## src/rtl/gain_phase_margin_finder_assert.svh

```systemverilog
// Assertion macros shared by the margin finder modules.
`ifndef GAIN_PHASE_MARGIN_FINDER_ASSERT_SVH
`define GAIN_PHASE_MARGIN_FINDER_ASSERT_SVH

// Consequent checked in the same cycle as the antecedent.
`define GPM_ASSERT_SAME(label, clk, rst, ante, cons, msg) \
   label: assert property (@(posedge clk) disable iff (rst) (ante) |-> (cons)) \
      else $error(msg);

// Consequent checked in the cycle after the antecedent.
`define GPM_ASSERT_NEXT(label, clk, rst, ante, cons, msg) \
   label: assert property (@(posedge clk) disable iff (rst) (ante) |=> (cons)) \
      else $error(msg);

`endif

```

## src/rtl/gpm_pkg.sv

```systemverilog
// Shared types and constants of the gain and phase margin finder.
package gpm_pkg;

   // 180 degrees in Q16.8
   localparam logic signed [24:0] PH_OFFSET = 25'sd46080;

   // Serial divider geometry: quotient bits, dividend, divisor and remainder widths
   localparam int QBITS  = 25;
   localparam int DIV_NW = 52;
   localparam int DIV_DW = 26;
   localparam int DIV_RW = DIV_DW + 1;
   localparam int CNT_W  = $clog2(QBITS);

   localparam int REQ_W = 64;
   localparam int RSP_W = 88;

   typedef enum logic [7:0] {
      ST_IDLE   = 8'b0000_0001,
      ST_EVAL   = 8'b0000_0010,
      ST_JOB    = 8'b0000_0100,
      ST_MUL    = 8'b0000_1000,
      ST_START  = 8'b0001_0000,
      ST_DIV    = 8'b0010_0000,
      ST_WRITE  = 8'b0100_0000,
      ST_COMMIT = 8'b1000_0000
   } state_type;

   // Interpolation jobs, run in this order
   typedef enum logic [1:0] {
      JOB_GC_FREQ = 2'd0,
      JOB_PM      = 2'd1,
      JOB_PC_FREQ = 2'd2,
      JOB_GM      = 2'd3
   } job_type;

   typedef struct packed {
      logic    load;
      logic    eval;
      logic    mul;
      logic    start;
      logic    write;
      logic    commit;
      job_type job;
   } cmd_type;

   typedef struct packed {
      logic do_pm;
      logic do_gm;
      logic div_done;
      logic last;
      logic out_busy;
   } sts_type;

endpackage

```

## src/rtl/gpm_div.sv

```systemverilog
// Restoring serial divider, one quotient bit per cycle.
module gpm_div (
   input  logic                            clock,
   input  logic                            reset,
   input  logic                            start,
   input  logic [gpm_pkg::DIV_NW-1:0]      n,
   input  logic [gpm_pkg::DIV_DW-1:0]      d,
   output logic                            done,
   output logic [gpm_pkg::QBITS-1:0]       q
);

   logic                           busy_ff, busy_in;
   logic [gpm_pkg::CNT_W-1:0]      cnt_ff, cnt_in;
   logic [gpm_pkg::DIV_RW-1:0]     rem_ff, rem_in;
   logic [gpm_pkg::QBITS-1:0]      quo_ff, quo_in;
   logic [gpm_pkg::DIV_DW-1:0]     d_ff, d_in;
   logic [gpm_pkg::DIV_RW-1:0]     trial;
   logic                           fits;

   assign trial = {rem_ff[gpm_pkg::DIV_RW-2:0], quo_ff[gpm_pkg::QBITS-1]};
   assign fits  = trial >= {1'b0, d_ff};
   assign done  = busy_ff && (cnt_ff == gpm_pkg::CNT_W'(gpm_pkg::QBITS - 1));
   assign q     = quo_ff;

   always_comb begin
      busy_in = busy_ff;
      cnt_in  = cnt_ff;
      rem_in  = rem_ff;
      quo_in  = quo_ff;
      d_in    = d_ff;
      if (start) begin
         // quotient fits QBITS, so the upper dividend bits stay below the divisor
         busy_in = 1'b1;
         cnt_in  = '0;
         rem_in  = n[gpm_pkg::DIV_NW-1:gpm_pkg::QBITS];
         quo_in  = n[gpm_pkg::QBITS-1:0];
         d_in    = d;
      end else if (busy_ff) begin
         cnt_in = cnt_ff + 1'b1;
         if (done) begin
            busy_in = 1'b0;
         end
         if (fits) begin
            rem_in = trial - {1'b0, d_ff};
            quo_in = {quo_ff[gpm_pkg::QBITS-2:0], 1'b1};
         end else begin
            rem_in = trial;
            quo_in = {quo_ff[gpm_pkg::QBITS-2:0], 1'b0};
         end
      end
   end

   always_ff @(posedge clock) begin
      if (reset) begin
         busy_ff <= 1'b0;
         cnt_ff  <= '0;
      end else begin
         busy_ff <= busy_in;
         cnt_ff  <= cnt_in;
      end
      rem_ff <= rem_in;
      quo_ff <= quo_in;
      d_ff   <= d_in;
   end

endmodule

```

## src/rtl/gpm_datapath.sv

```systemverilog
// Sample registers, crossing detection, interpolation and result register.
`include "gain_phase_margin_finder_assert.svh"

module gpm_datapath (
   input  logic                        clock,
   input  logic                        reset,
   input  gpm_pkg::cmd_type            cmd,
   output gpm_pkg::sts_type            sts,
   input  logic [gpm_pkg::REQ_W-1:0]   req_tdata,
   input  logic                        req_tlast,
   input  logic                        rsp_tready,
   output logic                        rsp_tvalid,
   output logic [gpm_pkg::RSP_W-1:0]   rsp_tdata
);

   logic signed [15:0] cur_freq_ff, prev_freq_ff, gc_freq_ff, pc_freq_ff;
   logic signed [23:0] cur_mag_ff, prev_mag_ff, cur_phase_ff, prev_phase_ff;
   logic signed [23:0] pm_value_ff, gm_value_ff;
   logic               cur_last_ff, have_prev_ff, pm_found_ff, gm_found_ff;
   logic               do_pm_ff, do_gm_ff;
   logic signed [50:0] num_ff;
   logic signed [25:0] den_ff;
   logic               zero_ff, neg_ff;
   logic               rsp_valid_ff;
   logic [gpm_pkg::RSP_W-1:0] rsp_data_ff;

   logic signed [24:0] mag_a, mag_b, ph_a, ph_b, a_sel, b_sel;
   logic signed [23:0] v0_sel, v1_sel;
   logic signed [25:0] a_neg;
   logic signed [24:0] v_diff;
   logic signed [50:0] prod;
   logic [50:0]        num_mag;
   logic [25:0]        den_mag;
   logic [gpm_pkg::DIV_NW-1:0] div_n;
   logic [gpm_pkg::DIV_DW-1:0] div_d;
   logic               div_done;
   logic [gpm_pkg::QBITS-1:0] div_q, q_eff;
   logic signed [25:0] v0_x, q_x, interp, pm_sum, gm_neg;
   logic               pm_stable, gm_ok;
   logic [gpm_pkg::RSP_W-1:0] rsp_word;

   function automatic logic crosses(input logic signed [24:0] a,
                                    input logic signed [24:0] b);
      return (a == 25'sd0) || (a[24] != b[24]);
   endfunction

   function automatic logic signed [23:0] sat24(input logic signed [25:0] v);
      logic signed [23:0] r;
      if (v > 26'sd8388607) begin
         r = 24'sh7FFFFF;
      end else if (v < -26'sd8388608) begin
         r = 24'sh800000;
      end else begin
         r = v[23:0];
      end
      return r;
   endfunction

   assign mag_a = {prev_mag_ff[23], prev_mag_ff};
   assign mag_b = {cur_mag_ff[23], cur_mag_ff};
   assign ph_a  = $signed({prev_phase_ff[23], prev_phase_ff}) + gpm_pkg::PH_OFFSET;
   assign ph_b  = $signed({cur_phase_ff[23], cur_phase_ff}) + gpm_pkg::PH_OFFSET;

   always_comb begin
      case (cmd.job) inside
         gpm_pkg::JOB_GC_FREQ, gpm_pkg::JOB_PM: begin
            a_sel = mag_a;
            b_sel = mag_b;
         end
         default: begin
            a_sel = ph_a;
            b_sel = ph_b;
         end
      endcase
      case (cmd.job) inside
         gpm_pkg::JOB_GC_FREQ, gpm_pkg::JOB_PC_FREQ: begin
            v0_sel = {{8{prev_freq_ff[15]}}, prev_freq_ff};
            v1_sel = {{8{cur_freq_ff[15]}}, cur_freq_ff};
         end
         gpm_pkg::JOB_PM: begin
            v0_sel = prev_phase_ff;
            v1_sel = cur_phase_ff;
         end
         default: begin
            v0_sel = prev_mag_ff;
            v1_sel = cur_mag_ff;
         end
      endcase
   end

   // numerator (-a)*(v1-v0), denominator b-a
   assign a_neg  = 26'sd0 - $signed({a_sel[24], a_sel});
   assign v_diff = $signed({v1_sel[23], v1_sel}) - $signed({v0_sel[23], v0_sel});
   assign prod   = a_neg * v_diff;

   // round to nearest: (2|num| + |den|) / (2|den|)
   assign num_mag = num_ff[50] ? 51'(-num_ff) : 51'(num_ff);
   assign den_mag = den_ff[25] ? 26'(-den_ff) : 26'(den_ff);
   assign div_n   = {1'b0, num_mag[49:0], 1'b0} + {26'd0, den_mag};
   assign div_d   = {den_mag[24:0], 1'b0};

   gpm_div u_div (
      .clock (clock),
      .reset (reset),
      .start (cmd.start),
      .n     (div_n),
      .d     (div_d),
      .done  (div_done),
      .q     (div_q)
   );

   assign q_eff  = zero_ff ? '0 : div_q;
   assign v0_x   = $signed({{2{v0_sel[23]}}, v0_sel});
   assign q_x    = $signed({1'b0, q_eff});
   assign interp = neg_ff ? v0_x - q_x : v0_x + q_x;
   assign pm_sum = interp + 26'sd46080;
   assign gm_neg = 26'sd0 - interp;

   assign pm_stable = pm_found_ff && (pm_value_ff > 24'sd0);
   assign gm_ok     = !gm_found_ff || (gm_value_ff > 24'sd0);

   // fields from lowest bit: enough, has_pm, pm, gc_freq, has_gm, gm, pc_freq, stable
   assign rsp_word = {4'd0, pm_stable && gm_ok,
                      gm_found_ff ? pc_freq_ff : 16'd0,
                      gm_found_ff ? gm_value_ff : 24'd0,
                      gm_found_ff,
                      pm_found_ff ? gc_freq_ff : 16'd0,
                      pm_found_ff ? pm_value_ff : 24'd0,
                      pm_found_ff, 1'b1};

   always_ff @(posedge clock) begin
      if (cmd.load) begin
         cur_freq_ff  <= req_tdata[15:0];
         cur_mag_ff   <= req_tdata[39:16];
         cur_phase_ff <= req_tdata[63:40];
         cur_last_ff  <= req_tlast;
      end
      if (cmd.mul) begin
         num_ff  <= prod;
         den_ff  <= $signed({b_sel[24], b_sel}) - $signed({a_sel[24], a_sel});
         zero_ff <= (a_sel == 25'sd0);
      end
      if (cmd.start) begin
         neg_ff <= num_ff[50] ^ den_ff[25];
      end
      if (cmd.write) begin
         case (cmd.job)
            gpm_pkg::JOB_GC_FREQ: gc_freq_ff  <= interp[15:0];
            gpm_pkg::JOB_PM:      pm_value_ff <= sat24(pm_sum);
            gpm_pkg::JOB_PC_FREQ: pc_freq_ff  <= interp[15:0];
            default:              gm_value_ff <= sat24(gm_neg);
         endcase
      end
      if (cmd.commit) begin
         prev_freq_ff  <= cur_freq_ff;
         prev_mag_ff   <= cur_mag_ff;
         prev_phase_ff <= cur_phase_ff;
         if (cur_last_ff) begin
            // a one-sample sweep reports all zero
            rsp_data_ff <= have_prev_ff ? rsp_word : '0;
         end
      end
   end

   always_ff @(posedge clock) begin
      if (reset) begin
         have_prev_ff <= 1'b0;
         pm_found_ff  <= 1'b0;
         gm_found_ff  <= 1'b0;
         do_pm_ff     <= 1'b0;
         do_gm_ff     <= 1'b0;
         rsp_valid_ff <= 1'b0;
      end else begin
         if (cmd.eval) begin
            do_pm_ff <= have_prev_ff && !pm_found_ff && crosses(mag_a, mag_b);
            do_gm_ff <= have_prev_ff && !gm_found_ff && crosses(ph_a, ph_b);
         end
         if (cmd.write && cmd.job == gpm_pkg::JOB_PM) begin
            pm_found_ff <= 1'b1;
         end
         if (cmd.write && cmd.job == gpm_pkg::JOB_GM) begin
            gm_found_ff <= 1'b1;
         end
         if (cmd.commit) begin
            if (cur_last_ff) begin
               // end of sweep: start over
               have_prev_ff <= 1'b0;
               pm_found_ff  <= 1'b0;
               gm_found_ff  <= 1'b0;
            end else begin
               have_prev_ff <= 1'b1;
            end
         end
         if (cmd.commit && cur_last_ff) begin
            rsp_valid_ff <= 1'b1;
         end else if (rsp_tready) begin
            rsp_valid_ff <= 1'b0;
         end
      end
   end

   assign rsp_tvalid   = rsp_valid_ff;
   assign rsp_tdata    = rsp_data_ff;
   assign sts.do_pm    = do_pm_ff;
   assign sts.do_gm    = do_gm_ff;
   assign sts.div_done = div_done;
   assign sts.last     = cur_last_ff;
   assign sts.out_busy = rsp_valid_ff && !rsp_tready;

   `GPM_ASSERT_NEXT(a_sweep_clear, clock, reset, cmd.commit && cur_last_ff,
      !have_prev_ff && !pm_found_ff && !gm_found_ff,
      "sweep state not cleared after last word")
   `GPM_ASSERT_NEXT(a_rsp_load, clock, reset, cmd.commit && cur_last_ff,
      rsp_valid_ff, "result not raised after last word")
   `GPM_ASSERT_NEXT(a_pm_found, clock, reset, cmd.write && cmd.job == gpm_pkg::JOB_PM,
      pm_found_ff, "phase margin write did not mark found")

endmodule

```

## src/rtl/gpm_ctrl.sv

```systemverilog
// Sequencer that steps each sample through crossing checks and interpolations.
`include "gain_phase_margin_finder_assert.svh"

module gpm_ctrl (
   input  logic              clock,
   input  logic              reset,
   input  logic              req_tvalid,
   output logic              req_tready,
   output gpm_pkg::cmd_type  cmd,
   input  gpm_pkg::sts_type  sts
);

   gpm_pkg::state_type state_ff, state_in;
   gpm_pkg::job_type   job_ff, job_in;
   logic               job_en;

   always_comb begin
      case (job_ff) inside
         gpm_pkg::JOB_GC_FREQ, gpm_pkg::JOB_PM: job_en = sts.do_pm;
         default:                               job_en = sts.do_gm;
      endcase
   end

   always_comb begin
      state_in   = state_ff;
      job_in     = job_ff;
      cmd        = '0;
      cmd.job    = job_ff;
      req_tready = 1'b0;
      unique case (state_ff)
         gpm_pkg::ST_IDLE: begin
            // hold off the input while in reset
            req_tready = !reset;
            if (req_tvalid && req_tready) begin
               cmd.load = 1'b1;
               state_in = gpm_pkg::ST_EVAL;
            end
         end
         gpm_pkg::ST_EVAL: begin
            cmd.eval = 1'b1;
            job_in   = gpm_pkg::JOB_GC_FREQ;
            state_in = gpm_pkg::ST_JOB;
         end
         gpm_pkg::ST_JOB: begin
            if (job_en) begin
               state_in = gpm_pkg::ST_MUL;
            end else if (job_ff == gpm_pkg::JOB_GM) begin
               state_in = gpm_pkg::ST_COMMIT;
            end else begin
               job_in = gpm_pkg::job_type'(job_ff + 2'd1);
            end
         end
         gpm_pkg::ST_MUL: begin
            cmd.mul  = 1'b1;
            state_in = gpm_pkg::ST_START;
         end
         gpm_pkg::ST_START: begin
            cmd.start = 1'b1;
            state_in  = gpm_pkg::ST_DIV;
         end
         gpm_pkg::ST_DIV: begin
            if (sts.div_done) begin
               state_in = gpm_pkg::ST_WRITE;
            end
         end
         gpm_pkg::ST_WRITE: begin
            cmd.write = 1'b1;
            if (job_ff == gpm_pkg::JOB_GM) begin
               state_in = gpm_pkg::ST_COMMIT;
            end else begin
               job_in   = gpm_pkg::job_type'(job_ff + 2'd1);
               state_in = gpm_pkg::ST_JOB;
            end
         end
         gpm_pkg::ST_COMMIT: begin
            // hold a last sample while the previous result still waits
            if (!(sts.last && sts.out_busy)) begin
               cmd.commit = 1'b1;
               state_in   = gpm_pkg::ST_IDLE;
            end
         end
         default: begin
            state_in = gpm_pkg::ST_IDLE;
         end
      endcase
   end

   always_ff @(posedge clock) begin
      if (reset) begin
         state_ff <= gpm_pkg::ST_IDLE;
         job_ff   <= gpm_pkg::JOB_GC_FREQ;
      end else begin
         state_ff <= state_in;
         job_ff   <= job_in;
      end
   end

   `GPM_ASSERT_NEXT(a_accept_eval, clock, reset, req_tvalid && req_tready,
      state_ff == gpm_pkg::ST_EVAL, "accepted word not evaluated")
   `GPM_ASSERT_NEXT(a_div_wait, clock, reset, state_ff == gpm_pkg::ST_DIV && !sts.div_done,
      state_ff == gpm_pkg::ST_DIV, "left divide before done")
   `GPM_ASSERT_SAME(a_no_commit_busy, clock, reset, cmd.commit && sts.last,
      !sts.out_busy, "result overwritten while waiting")

endmodule

```

## src/rtl/gain_phase_margin_finder.sv

```systemverilog
// Top level of the gain and phase margin finder.
//
//   Channel  Dir  Signals                        Content
//   req      in   req_tvalid/tready/tdata/tlast  one sweep sample, tlast ends sweep
//   rsp      out  rsp_tvalid/tready/tdata        margins and verdict, one per sweep
//
// Each sample is evaluated for crossings, then runs up to four interpolations,
// each through the shared 25-step serial divider, then commits; no new sample
// is accepted until the previous one has committed. Reset clears the sweep
// flags and drops any waiting result.
// A result waiting on rsp_tready stalls only the next last sample, at commit.
module gain_phase_margin_finder (
   input  logic                        clock,
   input  logic                        reset,
   input  logic                        req_tvalid,
   output logic                        req_tready,
   // log_freq[15:0], mag_db[39:16], phase_deg[63:40]
   input  logic [gpm_pkg::REQ_W-1:0]   req_tdata,
   input  logic                        req_tlast,
   output logic                        rsp_tvalid,
   input  logic                        rsp_tready,
   // enough_points[0], has_phase_margin[1], phase_margin[25:2],
   // gain_cross_freq[41:26], has_gain_margin[42], gain_margin[66:43],
   // phase_cross_freq[82:67], stable[83], zero[87:84]
   output logic [gpm_pkg::RSP_W-1:0]   rsp_tdata
);

   gpm_pkg::cmd_type cmd;
   gpm_pkg::sts_type sts;

   gpm_ctrl u_ctrl (
      .clock      (clock),
      .reset      (reset),
      .req_tvalid (req_tvalid),
      .req_tready (req_tready),
      .cmd        (cmd),
      .sts        (sts)
   );

   gpm_datapath u_datapath (
      .clock      (clock),
      .reset      (reset),
      .cmd        (cmd),
      .sts        (sts),
      .req_tdata  (req_tdata),
      .req_tlast  (req_tlast),
      .rsp_tready (rsp_tready),
      .rsp_tvalid (rsp_tvalid),
      .rsp_tdata  (rsp_tdata)
   );

endmodule

```

## config.mk

```make
export PLATFORM = sky130hd
export DESIGN_NAME = gain_phase_margin_finder
export DESIGN_NICKNAME = d
export VERILOG_FILES = /design/src/rtl/gpm_pkg.sv /design/src/rtl/gpm_div.sv /design/src/rtl/gpm_datapath.sv /design/src/rtl/gpm_ctrl.sv /design/src/rtl/gain_phase_margin_finder.sv
export VERILOG_INCLUDE_DIRS = /design/src /design/src/rtl
export SDC_FILE = /design/constraint.sdc
export NUM_CORES = 2
export LEC_CHECK = 0
export BUFFER_PORTS_ARGS = -buffer_cell sky130_fd_sc_hd__buf_2
export CORE_UTILIZATION = 35
export CTS_CLUSTER_DIAMETER = 200
export DETAILED_ROUTE_END_ITERATION = 8
export PLACE_DENSITY = 0.59
export REMOVE_ABC_BUFFERS = 1
export SLEW_MARGIN = 20
export SYNTH_ARGS = -nofsm -noshare
export SYNTH_HDL_FRONTEND = slang
export SYNTH_SLANG_ARGS = --single-unit
export TNS_END_PERCENT = 30
```

## constraint.sdc

```tcl
create_clock -name clock -period 15.55 [get_ports clock]
set_input_delay 1.555 -clock clock [delete_from_list [all_inputs] [get_ports clock]]
set_output_delay 1.555 -clock clock [all_outputs]
set_load 0.02 [all_outputs]
```

=== Word-level counts from Yosys, hierarchy flattened ===
Cells that the tools add are included.

* Bitwise operators: 2
* Magnitude comparators: 7
* Eq/ne operators: 19
* $mul: 1
* Muxes and demuxes: 51
* Reduce and logical (&&, ||, !) cells: 40
* $add $sub $neg: 15

{| class="wikitable"
|+ Operators by type and width
! operator !! count
|-
| 2-to-1 mux 24 bit || 6
|-
| 2-to-1 mux 26 bit || 5
|-
| 2-to-1 mux 25 bit || 5
|-
| logical NOT 25 bit || 3
|-
| case mux 8 bit (8 select lines) || 1
|-
| greater-than comparator 26 x 24 -> 1 bit, second input constant || 2
|-
| less-than comparator 26 x 24 -> 1 bit, second input constant || 2
|-
| adder 51 x 26 -> 51 bit || 1
|-
| multiplier 26 x 25 -> 51 bit || 1
|-
| adder 24 x 17 -> 25 bit, second input constant || 2
|-
| 2-to-1 mux 50 bit || 1
|-
| negator 50 bit || 1
|-
| greater-than comparator 24 x 1 -> 1 bit, second input constant || 2
|-
| 2-to-1 mux 8 bit || 6
|-
| >= comparator 27 x 26 -> 1 bit || 1
|-
| adder 24 x 26 -> 26 bit || 1
|-
| adder 26 x 17 -> 26 bit, second input constant || 1
|-
| negator 26 bit || 1
|-
| subtractor 1 x 25 -> 26 bit, first input constant || 1
|-
| subtractor 1 x 26 -> 26 bit, first input constant || 1
|-
| subtractor 24 x 26 -> 26 bit || 1
|-
| subtractor 25 x 25 -> 26 bit || 1
|-
| subtractor 26 bit || 1
|-
| subtractor 24 x 24 -> 25 bit || 1
|-
| 32 further kinds || 87
|}

* Logic and storage cells: 167
* Bits in registers: 474

=== Longest topological paths before layout ===
* Depth after elaboration: 8
* Mapped depth: 51

=== Modules after synthesis ===
From an unflattened synthesis, not the netlist that was laid out.

* Cells, all modules: 5376
* Area, all modules: 52853.2 sq um

{| class="wikitable"
|+ Modules (own cells, without submodules)
! module !! cells each !! area each (sq um) !! instances
|-
| gpm_datapath || 4845 || 47181.5 || 1
|-
| gpm_div || 455 || 4976.0 || 1
|-
| gpm_ctrl || 76 || 695.7 || 1
|}

=== Worst setup path before layout ===
Ideal clock, no wire load.

* Path kind: flip-flop to flip-flop
* From: register u_ctrl.job_ff[0]
* To: register u_datapath.num_ff[48], data pin
* Required time: 15.292 ns
* Cell stages (with the launch flop): 47
* Buffers on the path: 4
* Path slack: 3.949 ns
* Data arrival time: 11.344 ns
* Clock period less this slack: 11.601 ns
* Library setup time: 0.258 ns
* Cell sequence: dfxtp_1 -> ha_1 -> buf_1 -> clkbuf_1 -> buf_1 -> mux2i_1 -> o21ai_0 -> fa_1 -> a21o_1 -> a21oi_1 -> o21bai_1 -> a21oi_1 -> o21bai_1 -> a311o_1 -> a31o_2 -> nand3_1 -> nand2_1 -> o21ai_0 -> [... 11 more ...] -> fa_1 -> inv_1 -> fa_1 -> inv_1 -> fa_1 -> ha_1 -> a21o_1 -> a21oi_1 -> nand2_1 -> a311oi_1 -> nor3_1 -> a41o_1 -> a311oi_1 -> o21ai_0 -> a221oi_1 -> o21bai_1 -> a21oi_1 -> xnor2_1

* Cells in the longest elaborated chain, start to end: 5

{| class="wikitable"
|+ Ends and longest elaborated chain
! item !! line !! RTL
|-
| start: declaration || gpm_ctrl.sv:14 || <nowiki>gpm_pkg::job_type job_ff, job_in;</nowiki>
|-
| start signal: assignment || gpm_ctrl.sv:91 || <nowiki>job_ff <= gpm_pkg::JOB_GC_FREQ;</nowiki>
|-
| start signal: assignment || gpm_ctrl.sv:94 || <nowiki>job_ff <= job_in;</nowiki>
|-
| equality test 2 x 1 -> 1 bit (no line), or another cell as far along || -- ||
|-
| OR reduction 2 bit, or another cell as far along || gpm_datapath.sv:65 || <nowiki>case (cmd.job) inside</nowiki>
|-
| 2-to-1 mux 25 bit / 2-to-1 mux 24 bit (equally long branches) || gpm_datapath.sv:65, gpm_datapath.sv:75 ||
|-
| subtractor 1 x 25 -> 26 bit / subtractor 24 x 24 -> 25 bit (equally long branches) || gpm_datapath.sv:92, gpm_datapath.sv:93 ||
|-
| multiplier 26 x 25 -> 51 bit * || gpm_datapath.sv:94 || <nowiki>assign prod = a_neg * v_diff;</nowiki>
|-
| via u_datapath.prod[48] || gpm_datapath.sv:31 || <nowiki>logic signed [50:0] prod;</nowiki>
|-
| end signal: assignment || gpm_datapath.sv:139 || <nowiki>num_ff <= prod;</nowiki>
|-
| end: declaration || gpm_datapath.sv:21 || <nowiki>logic signed [50:0] num_ff;</nowiki>
|}

Mark *: on every way through the listed nets, which the timed path passes. The rest lies on a longest branch.
A chain may end at the register's enable or synchronous reset.

=== Worst setup path after layout ===
Ends and elaborated chain as after synthesis.

==> results.md <==
* Outcome: finished clean
* Synth Area in Simple Gates at 0.1483
* Final net count at 6480
* Largest net degree at the start of global routing at 87
* Vias in the first global route at 39520
* Slowest-stage cell, CP: nor2_2
* Reg2Reg Depth at 41
* Total track usage at 0.2116
* CTS clock-pin slew for the worst setup and hold paths at 0.06 ns
* Vias per cell at 5.239
* Clock sinks at 470
* Global route overflow at 0
* Largest family of logic cells by synthesized area: adder cells
* Register area share after synthesis at 0.2683
* Routability cong. at 0.9282
* FF+latch count, synth at 470
* Fmax at 77.07 MHz
* Worst hold path stage count at 0
* R2R setup slack at 2.58 ns
* Num rows at 140
* DP HPWL at 125.9 mm
* Number of CTS-inserted buffers at 52
* Max-Cap Viols at 0
* Clk buf depth at 3
* Crit path kind: reg -> reg
* Crit path buffers/inverters at 6
* Worst Tran Pin Value at 1.148 ns
* Total I/O pin count at 159
* Mapped Area at 51790 um2
* Antenna violations before repair at 6
* Die area at 149500 um2
* Relative slew slack at 0.2262
* Routed Antenna Nets at 0
* Number of synthesized flops with an enable pin at 448
* Mean Syn Cell Area at 9.731 um2
* WL final at 158.4 mm
* Top FF cell, synth: edfxtp_1
* Chip width at 386.7 um
* CP startpoint kind: register
* FF-to-FF End: u_datapath.num_ff[48]
* Clk_lat worst skew at 0.65 ns
* Post_cts resized at 0
* Hold Buf Count CTS at 0
* Largest stage delay, worst path at 0.74 ns
* Asr flop ratio synth at 0
* Starting density of the core at 0.3541
* Worst Path Arrival at 13.37 ns
* Most used cell, CP: fa_1
* H-tree depth at 2
* RSZ-0062 raised after global routing: false
* Synth Area in XOR/XNOR at 0.06168
* Root Buffer: clkbuf_16
* Gate Count Post-Synth at 5322
* Vias at 38770
* Synth Area in Compound Gates at 0.1013
* Die Ht at 386.7 um
* Wire length per cell at 21.41 um
* Area growth syn-to-layout at 10.24%
* Worst flop-to-flop path startpoint: u_ctrl.job_ff[0]
* Synth unique cells at 101
* Crit Path Max Fanout at 39
* Post-synthesis mux area share at 0.01421
* Placed Area at 55340 um2
* Required time worst endpoint at 15.94 ns
* I/O Buffers at 154
* CP top delay family: adder cells
* Fin crit period at 12.97 ns
* Design Area, Final at 57090 um2
* Layout cells sized above 1 at 0.08627
* Drt first pass iters at 6
* Hold EP: u_datapath.prev_freq_ff[8]
* First-pass GRT wire length at 242.8 mm
* DRC violations left at 0
* Final Cycle Share at 0.8344
* Critical hold path startpoint: u_datapath.cur_freq_ff[8]
* # setup viols final at 0
* CP Capture Type: register
* Slew Limit Fails at 0
* Post-CTS Setup Bufs at 0
* Worst Clk Skew at 0.04955 ns
* Adder-cell share of the synthesized area at 0.3331
* Setup total negative slack at 0 ns
* Core ar. at 146300 um2
* Synth warn at 0
* CTS tree: done
* Hold Crit Class: reg -> reg
* Drt first-iter violations at 3078
* Final hold vios at 0
-- worst register-to-register path, delay by kind of cell, from the launching register on --
family                     cells  cell delay (ns)
adders and majority gates     11             4.96
AOI/OAI and AO/OA             16             4.44
and+or+nand+nor                7             2.10
buffers and inverters          6             0.69
DFF                            1             0.45
xor gates and xnor gates       1             0.08
-- state kept, by name (all words and copies together), names as in the netlist, 25 cells and up --
name                     count
u_datapath.rsp_tdata        84
u_datapath.den_ff           26
u_datapath.u_div.rem_ff     26
u_datapath.u_div.d_ff       25
u_datapath.num_ff           51
u_datapath.u_div.q          25
-- metal layers --
| metal | GRT usage | share of wire | vias up |
|---|---|---|---|
| li1 | - | - | 17730 |
| met1 | 0.2823 | 0.42 | 19290 |
| met2 | 0.3397 | 0.45 | 1418 |
| met3 | 0.03808 | 0.077 | 326 |
| met4 | 0.08367 | 0.045 | 8 |
| met5 | 0 | 0.00038 | - |
-- cell usage in the layout, fill, tap and decap left out, drive strengths merged, types with 35 or more instances in the layout --
cell      n
a211oi   35
a21o     88
a21oi   220
and2     83
and3    113
buf     257
clkbuf   59
edfxtp  448
fa      686
ha      281
inv     807
mux2i    60
nand2   655
nand2b   43
nand3    47
nor2    374
nor2b    39
nor3     99
nor4     37
o21a     40
o21ai   230
o31ai    38
or3      39
xnor2   232
xor2    131
-- layout make-up --
cell class | count | area, um2
well taps | 1917 | 2399
clock buffers | 59 | 1348
multi-input cells | 3857 | 34470
fillers | 14510 | 89180
diodes | 1 | 2.502
clock inverters | 34 | 402.9
inverters | 806 | 3025
repair buffers | 257 | 1544
flip-flops and latches | 470 | 13890
-- cells by family (layout without fill, tap and decap cells) --
group                      after synthesis  count (layout)
AOI/OAI and AO/OA                      809             809
xor gates and xnor gates               363             363
adders and majority gates              967             967
buffers and inverters                  998            1156
DFF                                    470             470
muxes                                   72              72
other                                    1               5
and+or+nand+nor                       1642            1642
-- through the flow --
step | util | cells | hold slack (ns) | worst slack [ns]
finish | 0.3903 | 7401 | 0.4609 | 2.575
global route | 0.3903 | 7400 | 0.4501 | 1.919
CTS | 0.3903 | 7400 | 0.4571 | 2.655
detailed placement | 0.3783 | 7307 | 0.4828 | 2.708
global placement | 0.3783 | 7307 | 0.4718 | 2.824
floorplan | - | 5133 | 0.4262 | 3.097
-- worst max path at each step --
stage | end | from | depth (start not counted) | slack [ns]
3_3_place_gp | u_datapath.num_ff[48] | u_ctrl.job_ff[0] | 41 | 2.82
2_1_floorplan | u_datapath.num_ff[48] | u_ctrl.job_ff[0] | 36 | 3.10
6_report | u_datapath.num_ff[48] | u_ctrl.job_ff[0] | 41 | 2.58
4_1_cts | u_datapath.num_ff[48] | u_ctrl.job_ff[0] | 47 | 2.66
3_5_place_dp | u_datapath.num_ff[48] | u_ctrl.job_ff[0] | 47 | 2.71
5_1_grt | u_datapath.num_ff[48] | u_ctrl.job_ff[0] | 47 | 1.92
-- cell usage after synthesis (8+ instances only) --
library cell / n / area [um2]
and2_1: 83 / 519.3
o211ai_1: 12 / 90.09
o31ai_1: 37 / 277.8
nand3b_1: 9 / 67.56
mux2i_1: 60 / 600.6
or3_1: 38 / 237.7
nand2_1: 654 / 2455
o21ai_0: 205 / 1026
a21oi_1: 218 / 1091
a31oi_1: 19 / 118.9
or2_2: 23 / 143.9
xor2_1: 130 / 1139
a211oi_1: 33 / 247.7
nor3b_1: 11 / 82.58
o21bai_1: 27 / 202.7
and3_1: 113 / 706.9
mux2_2: 12 / 135.1
edfxtp_1: 448 / 13450
nor3_1: 97 / 485.5
xnor2_1: 231 / 2023
dfxtp_1: 22 / 440.4
buf_1: 8 / 30.03
fa_1: 686 / 13730
inv_1: 803 / 3014
o41ai_1: 11 / 96.34
nor2b_1: 39 / 244.0
nor2_1: 374 / 1404
or4_1: 18 / 135.1
a21o_1: 87 / 653.1
nor4_1: 35 / 219.0
nand2b_1: 43 / 269.0
a21boi_0: 12 / 90.09
nand3_1: 46 / 230.2
o21ai_2: 19 / 166.4
ha_1: 281 / 3516
and4_1: 8 / 70.07
o21a_1: 39 / 292.8
clkbuf_1: 172 / 645.6
nand4_1: 22 / 137.6
Power is left out: the tool's default activity adds up to more than one toggle a clock period on the data nets, which glitch-free logic cannot reach.
